--- config.mk ---
export PLATFORM = sky130hd
export DESIGN_NAME = button_press_classifier_core
export DESIGN_NICKNAME = d
export VERILOG_FILES = /design/src/hdl/bpc_pkg.sv /design/src/hdl/bpc_regs.sv /design/src/hdl/bpc_classifier.sv /design/src/hdl/button_press_classifier_core.sv
export SDC_FILE = /design/constraint.sdc
export NUM_CORES = 1
export LEC_CHECK = 0
export BUFFER_PORTS_ARGS = -buffer_cell sky130_fd_sc_hd__buf_4
export CELL_PAD_IN_SITES_DETAIL_PLACEMENT = 1
export CELL_PAD_IN_SITES_GLOBAL_PLACEMENT = 1
export CORE_ASPECT_RATIO = 0.75
export CORE_UTILIZATION = 47
export CTS_BUF_LIST = sky130_fd_sc_hd__clkbuf_2 sky130_fd_sc_hd__clkbuf_4 sky130_fd_sc_hd__clkbuf_8
export CTS_CLUSTER_DIAMETER = 150
export DETAILED_ROUTE_END_ITERATION = 16
export GPL_TIMING_DRIVEN = 0
export PLACE_DENSITY = 0.83
export SYNTH_ARGS = -nofsm -noshare
export SYNTH_HDL_FRONTEND = slang
export SYNTH_HIERARCHICAL = 1
export SYNTH_SLANG_ARGS = --single-unit
--- constraint.sdc ---
create_clock -name clk -period 5.6 [get_ports clk]
set_clock_uncertainty 0.1 [all_clocks]
set_input_delay 0.56 -clock clk [delete_from_list [all_inputs] [get_ports clk]]
set_output_delay 0.56 -clock clk [all_outputs]
set_load 0.1 [all_outputs]
--- src/hdl/bpc_pkg.sv ---
// Package for the button press classifier: widths, register map, reset values,
// event codes, the configuration bundle and the saturating increment.
// No dependencies.
package bpc_pkg;

  // Counter and register widths
  localparam int COUNT_WIDTH = 16;
  localparam int CFG_WIDTH   = 16;
  localparam int CMP_WIDTH   = (COUNT_WIDTH > CFG_WIDTH) ? COUNT_WIDTH : CFG_WIDTH;
  localparam int DATA_WIDTH  = 32;
  localparam int ADDR_WIDTH  = 5;
  localparam int INDEX_WIDTH = 3;

  localparam logic [COUNT_WIDTH-1:0] COUNT_MAX = '1;

  // Register indexes (byte address = 4 * index)
  localparam logic [INDEX_WIDTH-1:0] REG_DEBOUNCE = 3'd0;
  localparam logic [INDEX_WIDTH-1:0] REG_WINDOW   = 3'd1;
  localparam logic [INDEX_WIDTH-1:0] REG_LONG     = 3'd2;
  localparam logic [INDEX_WIDTH-1:0] REG_RESET    = 3'd3;
  localparam logic [INDEX_WIDTH-1:0] REG_POWER    = 3'd4;

  // Reset values of the thresholds, in ticks
  localparam logic [CFG_WIDTH-1:0] DEBOUNCE_RESET = 16'd50;
  localparam logic [CFG_WIDTH-1:0] WINDOW_RESET   = 16'd400;
  localparam logic [CFG_WIDTH-1:0] LONG_RESET     = 16'd1000;
  localparam logic [CFG_WIDTH-1:0] RESET_RESET    = 16'd10000;
  localparam logic [CFG_WIDTH-1:0] POWER_RESET    = 16'd20000;

  // Event codes, one per tick
  typedef enum logic [2:0] {
    EV_NONE   = 3'd0,
    EV_SHORT  = 3'd1,
    EV_DOUBLE = 3'd2,
    EV_LONG   = 3'd3,
    EV_RESET  = 3'd4,
    EV_POWER  = 3'd5
  } bpc_event_t;

  // Threshold set handed from the register file to the classifier
  typedef struct packed {
    logic [CFG_WIDTH-1:0] debounce_ticks;
    logic [CFG_WIDTH-1:0] double_window_ticks;
    logic [CFG_WIDTH-1:0] long_press_ticks;
    logic [CFG_WIDTH-1:0] reset_press_ticks;
    logic [CFG_WIDTH-1:0] power_press_ticks;
  } bpc_cfg_t;

  // Counter increment that sticks at the top value
  function automatic logic [COUNT_WIDTH-1:0] sat_inc(input logic [COUNT_WIDTH-1:0] v);
    return (v == COUNT_MAX) ? v : v + COUNT_WIDTH'(1);
  endfunction

endpackage

--- src/hdl/bpc_regs.sv ---
// Threshold register file behind an APB-style port.
// Depends on bpc_pkg.
module bpc_regs
  import bpc_pkg::*;
(
  input  logic                  clk,
  input  logic                  rst,
  input  logic                  psel,
  input  logic                  penable,
  input  logic                  pwrite,
  input  logic [ADDR_WIDTH-1:0] paddr,
  input  logic [DATA_WIDTH-1:0] pwdata,
  output logic [DATA_WIDTH-1:0] prdata,
  output logic                  pready,
  output bpc_cfg_t              cfg
);

  logic                   wr_en;
  logic [INDEX_WIDTH-1:0] index;
  logic [CFG_WIDTH-1:0]   wr_value;

  assign pready   = 1'b1;
  assign wr_en    = psel && penable && pwrite;
  assign index    = paddr[ADDR_WIDTH-1:2];
  assign wr_value = pwdata[CFG_WIDTH-1:0];

  // Register writes; unmapped indexes are dropped
  always_ff @(posedge clk) begin
    if (rst) begin
      cfg.debounce_ticks      <= DEBOUNCE_RESET;
      cfg.double_window_ticks <= WINDOW_RESET;
      cfg.long_press_ticks    <= LONG_RESET;
      cfg.reset_press_ticks   <= RESET_RESET;
      cfg.power_press_ticks   <= POWER_RESET;
    end else if (wr_en) begin
      unique case (index)
        REG_DEBOUNCE: cfg.debounce_ticks      <= wr_value;
        REG_WINDOW:   cfg.double_window_ticks <= wr_value;
        REG_LONG:     cfg.long_press_ticks    <= wr_value;
        REG_RESET:    cfg.reset_press_ticks   <= wr_value;
        REG_POWER:    cfg.power_press_ticks   <= wr_value;
        default: ;
      endcase
    end
  end

  // Read mux
  always_comb begin
    unique case (index)
      REG_DEBOUNCE: prdata = DATA_WIDTH'(cfg.debounce_ticks);
      REG_WINDOW:   prdata = DATA_WIDTH'(cfg.double_window_ticks);
      REG_LONG:     prdata = DATA_WIDTH'(cfg.long_press_ticks);
      REG_RESET:    prdata = DATA_WIDTH'(cfg.reset_press_ticks);
      REG_POWER:    prdata = DATA_WIDTH'(cfg.power_press_ticks);
      default:      prdata = '0;
    endcase
  end

endmodule

--- src/hdl/bpc_classifier.sv ---
// Debounce, hold timing and press classification: the per-tick state and the
// combinational update that yields one event code. Depends on bpc_pkg.
module bpc_classifier
  import bpc_pkg::*;
(
  input  logic       clk,
  input  logic       rst,
  input  logic       step,
  input  logic       pressed,
  input  bpc_cfg_t   cfg,
  output bpc_event_t ev
);

  logic                   last_raw_pressed, last_raw_pressed_next;
  logic                   stable_pressed, stable_pressed_next;
  logic [COUNT_WIDTH-1:0] ticks_since_change, ticks_since_change_next;
  logic [COUNT_WIDTH-1:0] hold_ticks, hold_ticks_next;
  logic                   awaiting_second, awaiting_second_next;
  logic [COUNT_WIDTH-1:0] ticks_since_release, ticks_since_release_next;

  logic [COUNT_WIDTH-1:0] hold_inc;
  logic                   debounced;
  logic                   decided;

  // One tick of work
  always_comb begin
    last_raw_pressed_next    = pressed;
    stable_pressed_next      = stable_pressed;
    awaiting_second_next     = awaiting_second;
    ev                       = EV_NONE;
    decided                  = 1'b0;

    // counting, and restart of the stability count on a raw change
    hold_inc                 = stable_pressed ? sat_inc(hold_ticks) : hold_ticks;
    hold_ticks_next          = hold_inc;
    ticks_since_release_next = awaiting_second ? sat_inc(ticks_since_release)
                                               : ticks_since_release;
    ticks_since_change_next  = (pressed != last_raw_pressed) ? '0
                                                             : sat_inc(ticks_since_change);

    debounced = CMP_WIDTH'(ticks_since_change_next) >= CMP_WIDTH'(cfg.debounce_ticks);

    // accepted press starts the hold timer
    if (debounced && pressed && !stable_pressed) begin
      stable_pressed_next = 1'b1;
      hold_ticks_next     = '0;
    end

    // accepted release: longest threshold first
    if (debounced && !pressed && stable_pressed) begin
      stable_pressed_next = 1'b0;
      decided             = 1'b1;
      if (CMP_WIDTH'(hold_inc) >= CMP_WIDTH'(cfg.power_press_ticks)) begin
        awaiting_second_next = 1'b0;
        ev                   = EV_POWER;
      end else if (CMP_WIDTH'(hold_inc) >= CMP_WIDTH'(cfg.reset_press_ticks)) begin
        awaiting_second_next = 1'b0;
        ev                   = EV_RESET;
      end else if (CMP_WIDTH'(hold_inc) >= CMP_WIDTH'(cfg.long_press_ticks)) begin
        awaiting_second_next = 1'b0;
        ev                   = EV_LONG;
      end else if (awaiting_second) begin
        awaiting_second_next = 1'b0;
        ev                   = EV_DOUBLE;
      end else begin
        // short hold opens the double-press window
        awaiting_second_next     = 1'b1;
        ticks_since_release_next = '0;
        decided                  = 1'b0;
      end
    end

    // window ran out: a lone short press
    if (!decided && awaiting_second_next &&
        (CMP_WIDTH'(ticks_since_release_next) > CMP_WIDTH'(cfg.double_window_ticks))) begin
      awaiting_second_next = 1'b0;
      ev                   = EV_SHORT;
    end
  end

  // State registers, updated once per accepted tick
  always_ff @(posedge clk) begin
    if (rst) begin
      last_raw_pressed    <= 1'b0;
      stable_pressed      <= 1'b0;
      ticks_since_change  <= '0;
      hold_ticks          <= '0;
      awaiting_second     <= 1'b0;
      ticks_since_release <= '0;
    end else if (step) begin
      last_raw_pressed    <= last_raw_pressed_next;
      stable_pressed      <= stable_pressed_next;
      ticks_since_change  <= ticks_since_change_next;
      hold_ticks          <= hold_ticks_next;
      awaiting_second     <= awaiting_second_next;
      ticks_since_release <= ticks_since_release_next;
    end
  end

  // A new stable press always starts its hold count from zero
  a_press_clears_hold: assert property (@(posedge clk) disable iff (rst)
    $rose(stable_pressed) |-> hold_ticks == '0)
    else $error("hold count not cleared at press start");

  // The double-press window only closes on a tick
  a_window_close_on_step: assert property (@(posedge clk) disable iff (rst)
    !$past(rst) && $fell(awaiting_second) |-> $past(step))
    else $error("double-press window closed without a tick");

endmodule

--- src/hdl/button_press_classifier_core.sv ---
// Top level of the button press classifier: input register, classifier and
// result register. Depends on bpc_pkg, bpc_regs and bpc_classifier.
//
// Usage:
//   Input channel (in_valid, in_stall, pin_level) carries one tick per item,
//   with the raw active-low button level. Output channel (out_valid,
//   out_stall, event_code) returns exactly one event code per tick, in order:
//   0 none, 1 short, 2 double, 3 long, 4 reset, 5 power.
//   A tick's event goes through the input register, then the result register.
//   Throughput is one tick per cycle unless out_stall holds the result: the
//   classifier state update is a single pass of counters and compares between
//   the two registers. When out_stall is high with a result waiting, the input
//   register holds one more tick and then in_stall rises; nothing is lost or
//   repeated. Reset (rst, synchronous) empties both registers, clears the
//   debounce, hold and window state, and restores the threshold registers to
//   50, 400, 1000, 10000 and 20000 ticks. Thresholds are written over the
//   APB-style port (byte address 4 * index); the user must write them only
//   while no tick is in flight, as the block does not enforce it.
module button_press_classifier_core
  import bpc_pkg::*;
(
  input  logic                  clk,
  input  logic                  rst,
  input  logic                  in_valid,
  output logic                  in_stall,
  input  logic                  pin_level,
  output logic                  out_valid,
  input  logic                  out_stall,
  output logic [2:0]            event_code,
  input  logic                  psel,
  input  logic                  penable,
  input  logic                  pwrite,
  input  logic [ADDR_WIDTH-1:0] paddr,
  input  logic [DATA_WIDTH-1:0] pwdata,
  output logic [DATA_WIDTH-1:0] prdata,
  output logic                  pready
);

  bpc_cfg_t   cfg;
  bpc_event_t ev;
  logic       in_valid_q;
  logic       pressed_q;
  logic       advance;
  logic       step;

  bpc_regs u_regs (
    .clk     (clk),
    .rst     (rst),
    .psel    (psel),
    .penable (penable),
    .pwrite  (pwrite),
    .paddr   (paddr),
    .pwdata  (pwdata),
    .prdata  (prdata),
    .pready  (pready),
    .cfg     (cfg)
  );

  bpc_classifier u_classifier (
    .clk     (clk),
    .rst     (rst),
    .step    (step),
    .pressed (pressed_q),
    .cfg     (cfg),
    .ev      (ev)
  );

  // Handshake: the result register frees up when empty or taken
  assign advance  = !out_valid || !out_stall;
  assign step     = in_valid_q && advance;
  assign in_stall = in_valid_q && !advance;

  // Input register
  always_ff @(posedge clk) begin
    if (rst) begin
      in_valid_q <= 1'b0;
    end else if (!in_stall) begin
      in_valid_q <= in_valid;
    end
  end

  always_ff @(posedge clk) begin
    if (!in_stall && in_valid) begin
      pressed_q <= !pin_level;
    end
  end

  // Result register
  always_ff @(posedge clk) begin
    if (rst) begin
      out_valid <= 1'b0;
    end else if (advance) begin
      out_valid <= in_valid_q;
    end
  end

  always_ff @(posedge clk) begin
    if (step) begin
      event_code <= ev;
    end
  end

  // Results appear only for ticks held in the input register
  a_result_from_item: assert property (@(posedge clk) disable iff (rst)
    $rose(out_valid) |-> $past(in_valid_q))
    else $error("result without a tick");

  // A blocked tick stays put in the input register
  a_blocked_holds: assert property (@(posedge clk) disable iff (rst)
    in_valid_q && !advance |=> in_valid_q && $stable(pressed_q))
    else $error("blocked tick lost or changed");

  // Only defined event codes reach the output
  a_code_range: assert property (@(posedge clk) disable iff (rst)
    out_valid |-> event_code <= EV_POWER)
    else $error("event code out of range");

endmodule
Word level (Yosys, flattened, before mapping)
Index checks and enable logic that the tools add are counted.
{ "totals": {"regBits": 137, "latch_bits": 0, "ram_bits": 0, "rom_bits": 0, "inputBits": 45, "out_inout_bits": 38, "elab_cells": 95, "n_memories": 0} }
{ "classes": {"add_sub_neg": 3, "multipliers": 0, "div": 0, "n_lt_le_gt_ge": 5, "eq_ne": 8, "shifts": 0, "mux": 31, "bitwise": 1, "n_reduce_logical": 30} }
{ "ops": {"columns": ["op", "count"], "rows": [
  ["$mux 16", 12],
  ["$pmux 16 s5", 1],
  ["$ge 16x16->1", 4],
  ["$add 16x1->16 const B", 3],
  ["$eq 16x16->1 const B", 3],
  ["$gt 16x16->1", 1],
  ["$mux 1", 14],
  ["$reduce_and 2->1", 6],
  ["$logic_and 1x1->1", 11],
  ["$mux 3", 3],
  ["$logic_not 1->1", 8],
  ["$eq 3x2->1 const B", 2],
  ["$reduce_or 4->1", 1],
  ["$eq 3x1->1 const B", 1],
  ["$eq 3x3->1 const B", 1],
  ["$logic_not 3->1", 1],
  ["$mux 2", 1],
  ["$reduce_bool 2->1", 1],
  ["$reduce_or 2->1", 1],
  ["$logic_or 1x1->1", 1],
  ["$ne 1x1->1", 1],
  ["$not 1->1", 1]
]} }

Longest topological paths before layout
{ "logic_depth": {"depth_word": 12, "mapped_depth": 26, "depth_no_buf": 24} }

By module
The synthesis kept the hierarchy.
{ "modules_own_cells": {"columns": ["mod", "n_inst", "cells_each", "area_per_inst_um2", "seq_area_each_um2"], "rows": [
  ["bpc_classifier", 1, 772, 5582.9, 1021.0],
  ["bpc_regs", 1, 402, 3960.0, 1601.5],
  ["button_press_classifier_core", 1, 15, 210.2, 160.2]
]} }

Worst setup path after synthesis
Ideal clock, no wire load.
{ "synth_timing": {"path_kind": "flip-flop to flip-flop", "from": "register u_classifier.ticks_since_change[0]", "to": "register event_code[0] (data pin)", "setup_time_ns": 0.265, "arrival_time_ns": 4.701, "t_required_ns": 5.235, "setup_slack_ns": 0.534, "stages_incl_launch_ff": 25, "n_path_buf": 2, "synth_period_minus_slack_ns": 5.066, "cell_sequence": "dfxtp_1 ha_1 nand4_1 or4_4 buf_6 nor2_1 xnor2_1 nand2_1 ha_1 nand2b_1 a2111oi_0 o41ai_1 a221o_1 nand4_1 nor2_1 buf_2 nor2_1 ha_1 and3_1 nand4_1 a21oi_1 a211oi_1 a31oi_1 a21oi_1 o211ai_1"} }
{ "synth_via": {"elab_cells_between_ends": 15, "classes_between": "1 x add/sub; 2 x order compare; 1 x eq/ne; 6 x mux; 5 x reduce/logical"} }
{ "synth_rtl": {"columns": ["element", "line", "source"], "rows": [
  ["from (decl)", "bpc_classifier.sv:16", "logic [COUNT_WIDTH-1:0] ticks_since_change, ticks_since_change_next;"],
  ["from (signal assigned)", "bpc_classifier.sv:93", "ticks_since_change <= ticks_since_change_next;"],
  ["$add 16x1->16 or $eq 16x16->1 (tied branches)", "bpc_pkg.sv:51", "return (v == COUNT_MAX) ? v : v + COUNT_WIDTH'(1);"],
  ["$mux 16 (*)", "bpc_pkg.sv:51", null],
  ["$mux 16 (*)", "bpc_classifier.sv:38", "ticks_since_change_next = (pressed != last_raw_pressed) ? '0"],
  ["$ge 16x16->1 (*)", "bpc_classifier.sv:41", "debounced = CMP_WIDTH'(ticks_since_change_next) >= CMP_WIDTH'(cfg.debounce_ticks);"],
  ["$logic_and 1x1->1 (*) (2 in a row)", "bpc_classifier.sv:50", "if (debounced && !pressed && stable_pressed) begin"],
  ["$mux 16 (*)", "bpc_classifier.sv:50", null],
  ["net u_classifier.ticks_since_release_next[10]", "bpc_classifier.sv:19", "logic [COUNT_WIDTH-1:0] ticks_since_release, ticks_since_release_next;"],
  ["$gt 16x16->1 (*)", "bpc_classifier.sv:75", "(CMP_WIDTH'(ticks_since_release_next) > CMP_WIDTH'(cfg.double_window_ticks))) begin"],
  ["$logic_and 1x1->1 (*)", "bpc_classifier.sv:74", "if (!decided && awaiting_second_next &&"],
  ["to (signal assigned)", "button_press_classifier_core.sv:99", "event_code <= ev;"],
  ["to (decl)", "button_press_classifier_core.sv:29", "output logic [2:0] event_code,"]
]} }
Mark *: on every way through the listed nets, which the timed path passes. The rest lies on a longest branch.
A chain may end at the register's enable or synchronous reset.

Worst setup path after layout
{ "layout_timing": {"from": "register u_classifier.ticks_since_change[1]", "to": "register event_code[0] (data pin)"} }
{ "layout_via": {"elab_cells_between_ends": 15, "classes_between": "1 x add/sub; 2 x order compare; 1 x eq/ne; 6 x mux; 5 x reduce/logical"} }
{ "layout_rtl": {"columns": ["element", "line"], "rows": [
  ["$add 16x1->16 or $eq 16x16->1 (tied branches)", "bpc_pkg.sv:51"],
  ["$mux 16 (*)", "bpc_pkg.sv:51"],
  ["$mux 16 (*)", "bpc_classifier.sv:38"],
  ["net u_classifier.ticks_since_change_next[6]", "bpc_classifier.sv:16"],
  ["$ge 16x16->1 (*)", "bpc_classifier.sv:41"],
  ["$logic_and 1x1->1 (*) (2 in a row)", "bpc_classifier.sv:50"],
  ["$mux 16 (*)", "bpc_classifier.sv:50"],
  ["net u_classifier.ticks_since_release_next[14]", "bpc_classifier.sv:19"],
  ["$gt 16x16->1 (*)", "bpc_classifier.sv:75"],
  ["$logic_and 1x1->1 (*)", "bpc_classifier.sv:74"]
]} }
Marked as above.

==> qor.yml <==
critical_path:
  cp_max_fo: 8
  reg2regPathDepth: 26
  path_buf_inv: 3
  startpoint: "u_classifier/ticks_since_change[1]"
  startpoint_type: "flip-flop"
  crit_end: "event_code[0]"
  cp.depth: 26
  end_kind: "flip-flop"
  cp_slowest_stage_delay_ns: 0.45
  slowest_stage: "or4_4"
  rr_startpoint: "u_classifier/ticks_since_change[1]"
  cp_common_cell: "nand3_2"
  r2r-end: "event_code[0]"
  r2r_setup_slack_ns: -0.14
  path_delay_family: "simple AND/OR/NAND/NOR gates"
  critical_path_class: "reg2reg"
  arrival_ns: 5.92
  cp.required_ns: 5.78
grt:
  grt_max_degree: 17
  overflow: 0
  grt_pass1_vias: 9694
  grt_use_total_pct: 34.2
  grt_pass1_wl_mm: 54.9
  grt_antenna_before_repair: 0
sta:
  fmax_mhz: 174
  fin_ws_ns: -0.143
  min_period_over_period_pct: 103
  setup_tns_ns: -0.215
  drv_slew: 0
  rsz0062_at_grt: "yes"
  worst-slew-pin-transition_ns: 0.922
  final-hold-violation-count: 0
  fin_crit_ns: 5.74
  relSlewSlack_pct: 38.1
  setup_viol: 2
detailed_routing:
  drt-total-wl_mm: 37.9
  wl_per_cell_um: 24.0
  vias_per_cell: 6.15
  drc: 0
  ant_nets: 0
  drt_iter0_markers: 717
  drtPass1Iterations: 5
  vias: 9685
floorplanning:
  die-area_um2: 21300
  rows: 45
  ios: 83
  die_x_um: 168
  start_util_pct: 48.1
  core_um2: 20300
  fp.dieH_um: 127
yosys:
  yosys_warnings: 6
  yosysUniqueCellTypes: 74
  synth_area_leaders: "dfxtp_1 (27%), ha_1 (11%), mux2i_1 (8.7%)"
  avgSynthCellArea_um2: 8.20
  synth_edf_count: 4
  synth_flop_cell: "dfxtp_1"
  synth-async-reset-ratio_pct: 0
  synth_cells: 1189
  synth_area_um2: 9750
  synth_xor_area_share_pct: 3.95
  post-synth-top-area-cell: "dfxtp_1"
  synth-compound-area-share_pct: 14.9
  synthAdderAreaFrac_pct: 10.6
  yosysTopAreaCellShare_pct: 27.3
  ys_seq_elements: 137
  synth_top_family_by_area: "simple AND/OR/NAND/NOR gates"
  synth-simple-area-share_pct: 22.3
  seq_area_frac_synth_pct: 28.5
  muxShareOfSynthArea_pct: 10.8
cts:
  cts_tree: "yes"
  htreeDepth: 4
  clkSlewWorstSetupHoldPaths_ns: 0.09
  clock-sinks: 137
  cts_buffer_depth: 2
  cts_buffers: 17
  clkLatencyLatePin_ns: 0.48
  cts_root_buf: "clkbuf_8"
worst_hold_path:
  hold_path_class: "in2reg"
  min-delay-start: "rst"
layout:
  fin_util_pct: 57.0
  drive_gt1_share_pct: 19.8
  final_nets: 1433
  areaGrowthSynthToFinish_pct: 18.5
  regArea_um2: 2800
  layout_commonest_cell: "dfxtp_1"
  mostFrequentLayoutCells: "dfxtp_1 (125), inv_1 (107), nor2_1 (100), buf_4 (100), mux2i_1 (84)"
  fin_cells: 1576
  multi_input_area_um2: 6540
  diodes: 0
  nFillCells: 2438
placed_design:
  gp_congestion: 0.940
  dp_hpwl_mm: 27.1
  place_inst: 1507
  pre_cts_ws_ns: -1.33
  numPortBuffers: 45
run_status:
  outcome: "finished, violations left"
  violations: "negative setup slack"
power_and_ir_drop:
  leakagePower_uw: 0.00495
  ir_drop_mv: 0.126
  powerDensity_nw_per_um2: 184
  total_power_uw: 2130
flow_run:
  maxCapViolCount: 0
-- synth_stat cells (all sizes together), types with 30 or more instances --
master,instances
dfxtp,133
nor2,109
inv,107
mux2i,85
ha,83
nand2b,77
a21oi,66
nand2,59
nor3,46
buf,45
nand3,44
clkbuf,39
a22oi,34
xnor2,30
-- routing by layer --
metal	GRT usage (%)	vias to the layer above	routed length, um
met1	43.7	4840	16200
met3	10.1	78	3290
met5	0	-	0
met4	11.2	0	1010
met2	55.2	386	17400
li1	-	4381	-
-- area by class of cell --
type                            instances  share of cell area, %
Timing Repair Buffer                   83                   5.52
Clock buffer                           19                   2.15
Sequential cell                       137                   24.2
Inverter                              107                   3.47
Buffer                                 83                   4.22
Multi-Input combinational cell        876                   56.6
Clock inverter                         13                   1.05
Tap cell                              258                   2.79
-- timing repair --
item / 4_1_cts / 5_1_grt
pin swaps: 15 / 31
hold buffers: 0 / 0
endpoints found under the setup margin: 2 / 2
gates cloned: 0 / 1
setup buffers: 12 / 25
gates resized for setup: 53 / 49
-- metrics by stage --
stage          instance area [um^2]  hold slack [ns]
2_1_floorplan                  9810            0.357
3_3_place_gp                  10500            0.377
3_5_place_dp                  10500            0.388
4_1_cts                       11200            0.175
5_1_grt                       11600            0.175
6_report                      11600            0.199
-- report_power, final --
part	internal (uW)	total, uW	switching, uW
clock network	364	820	455
registers	984	992	8.43
logic	79.7	318	238
total	1430	2130	702
-- how the worst min path moves through the flow --
stage | cells past startpoint | to | slack [ns]
global placement | 2 | u_regs/cfg[34] | 0.38
finish | 2 | in_valid_q | 0.20
CTS | 2 | in_valid_q | 0.18
detailed placement | 2 | u_regs/cfg[30] | 0.39
global route | 2 | in_valid_q | 0.17
floorplan | 2 | u_regs/cfg[23] | 0.36
-- registers in the layout (all words and copies together), names as in the netlist, 3 cells and up --
signal and cells:
event_code 3, u_classifier/hold_ticks 16, u_classifier/ticks_since_change 16, u_classifier/ticks_since_release 16, u_regs/cfg 80
-- logic make-up after synthesis --
| group | count (synthesis) |
|---|---|
| simple gates | 413 |
| compound gates | 216 |
| buf+inv | 191 |
| flops | 137 |
| mux | 103 |
| fa+ha+maj | 83 |
| xor+xnor | 44 |
| other cells | 2 |
-- worst register-to-register path, cell delays in order, from the launching register on --
cell      delay [ns]
dfxtp_4         0.38
ha_4            0.16
nand4_1         0.11
or4_4           0.45
buf_12          0.17
o21ai_4         0.18
nor2_2          0.08
nand3_2         0.09
xor2_1          0.22
nor2_1          0.08
ha_1            0.32
nand3_2         0.10
o41ai_2         0.37
a221o_1         0.26
buf_4           0.13
nand3_2         0.15
nor3_4          0.27
buf_6           0.15
nor2_1          0.07
ha_1            0.35
and3_4          0.21
nand4_1         0.19
a21oi_2         0.21
a211oi_2        0.08
a31oi_4         0.29
a21oi_2         0.09
o211ai_1        0.28
Power figures use the tool's default switching activity.
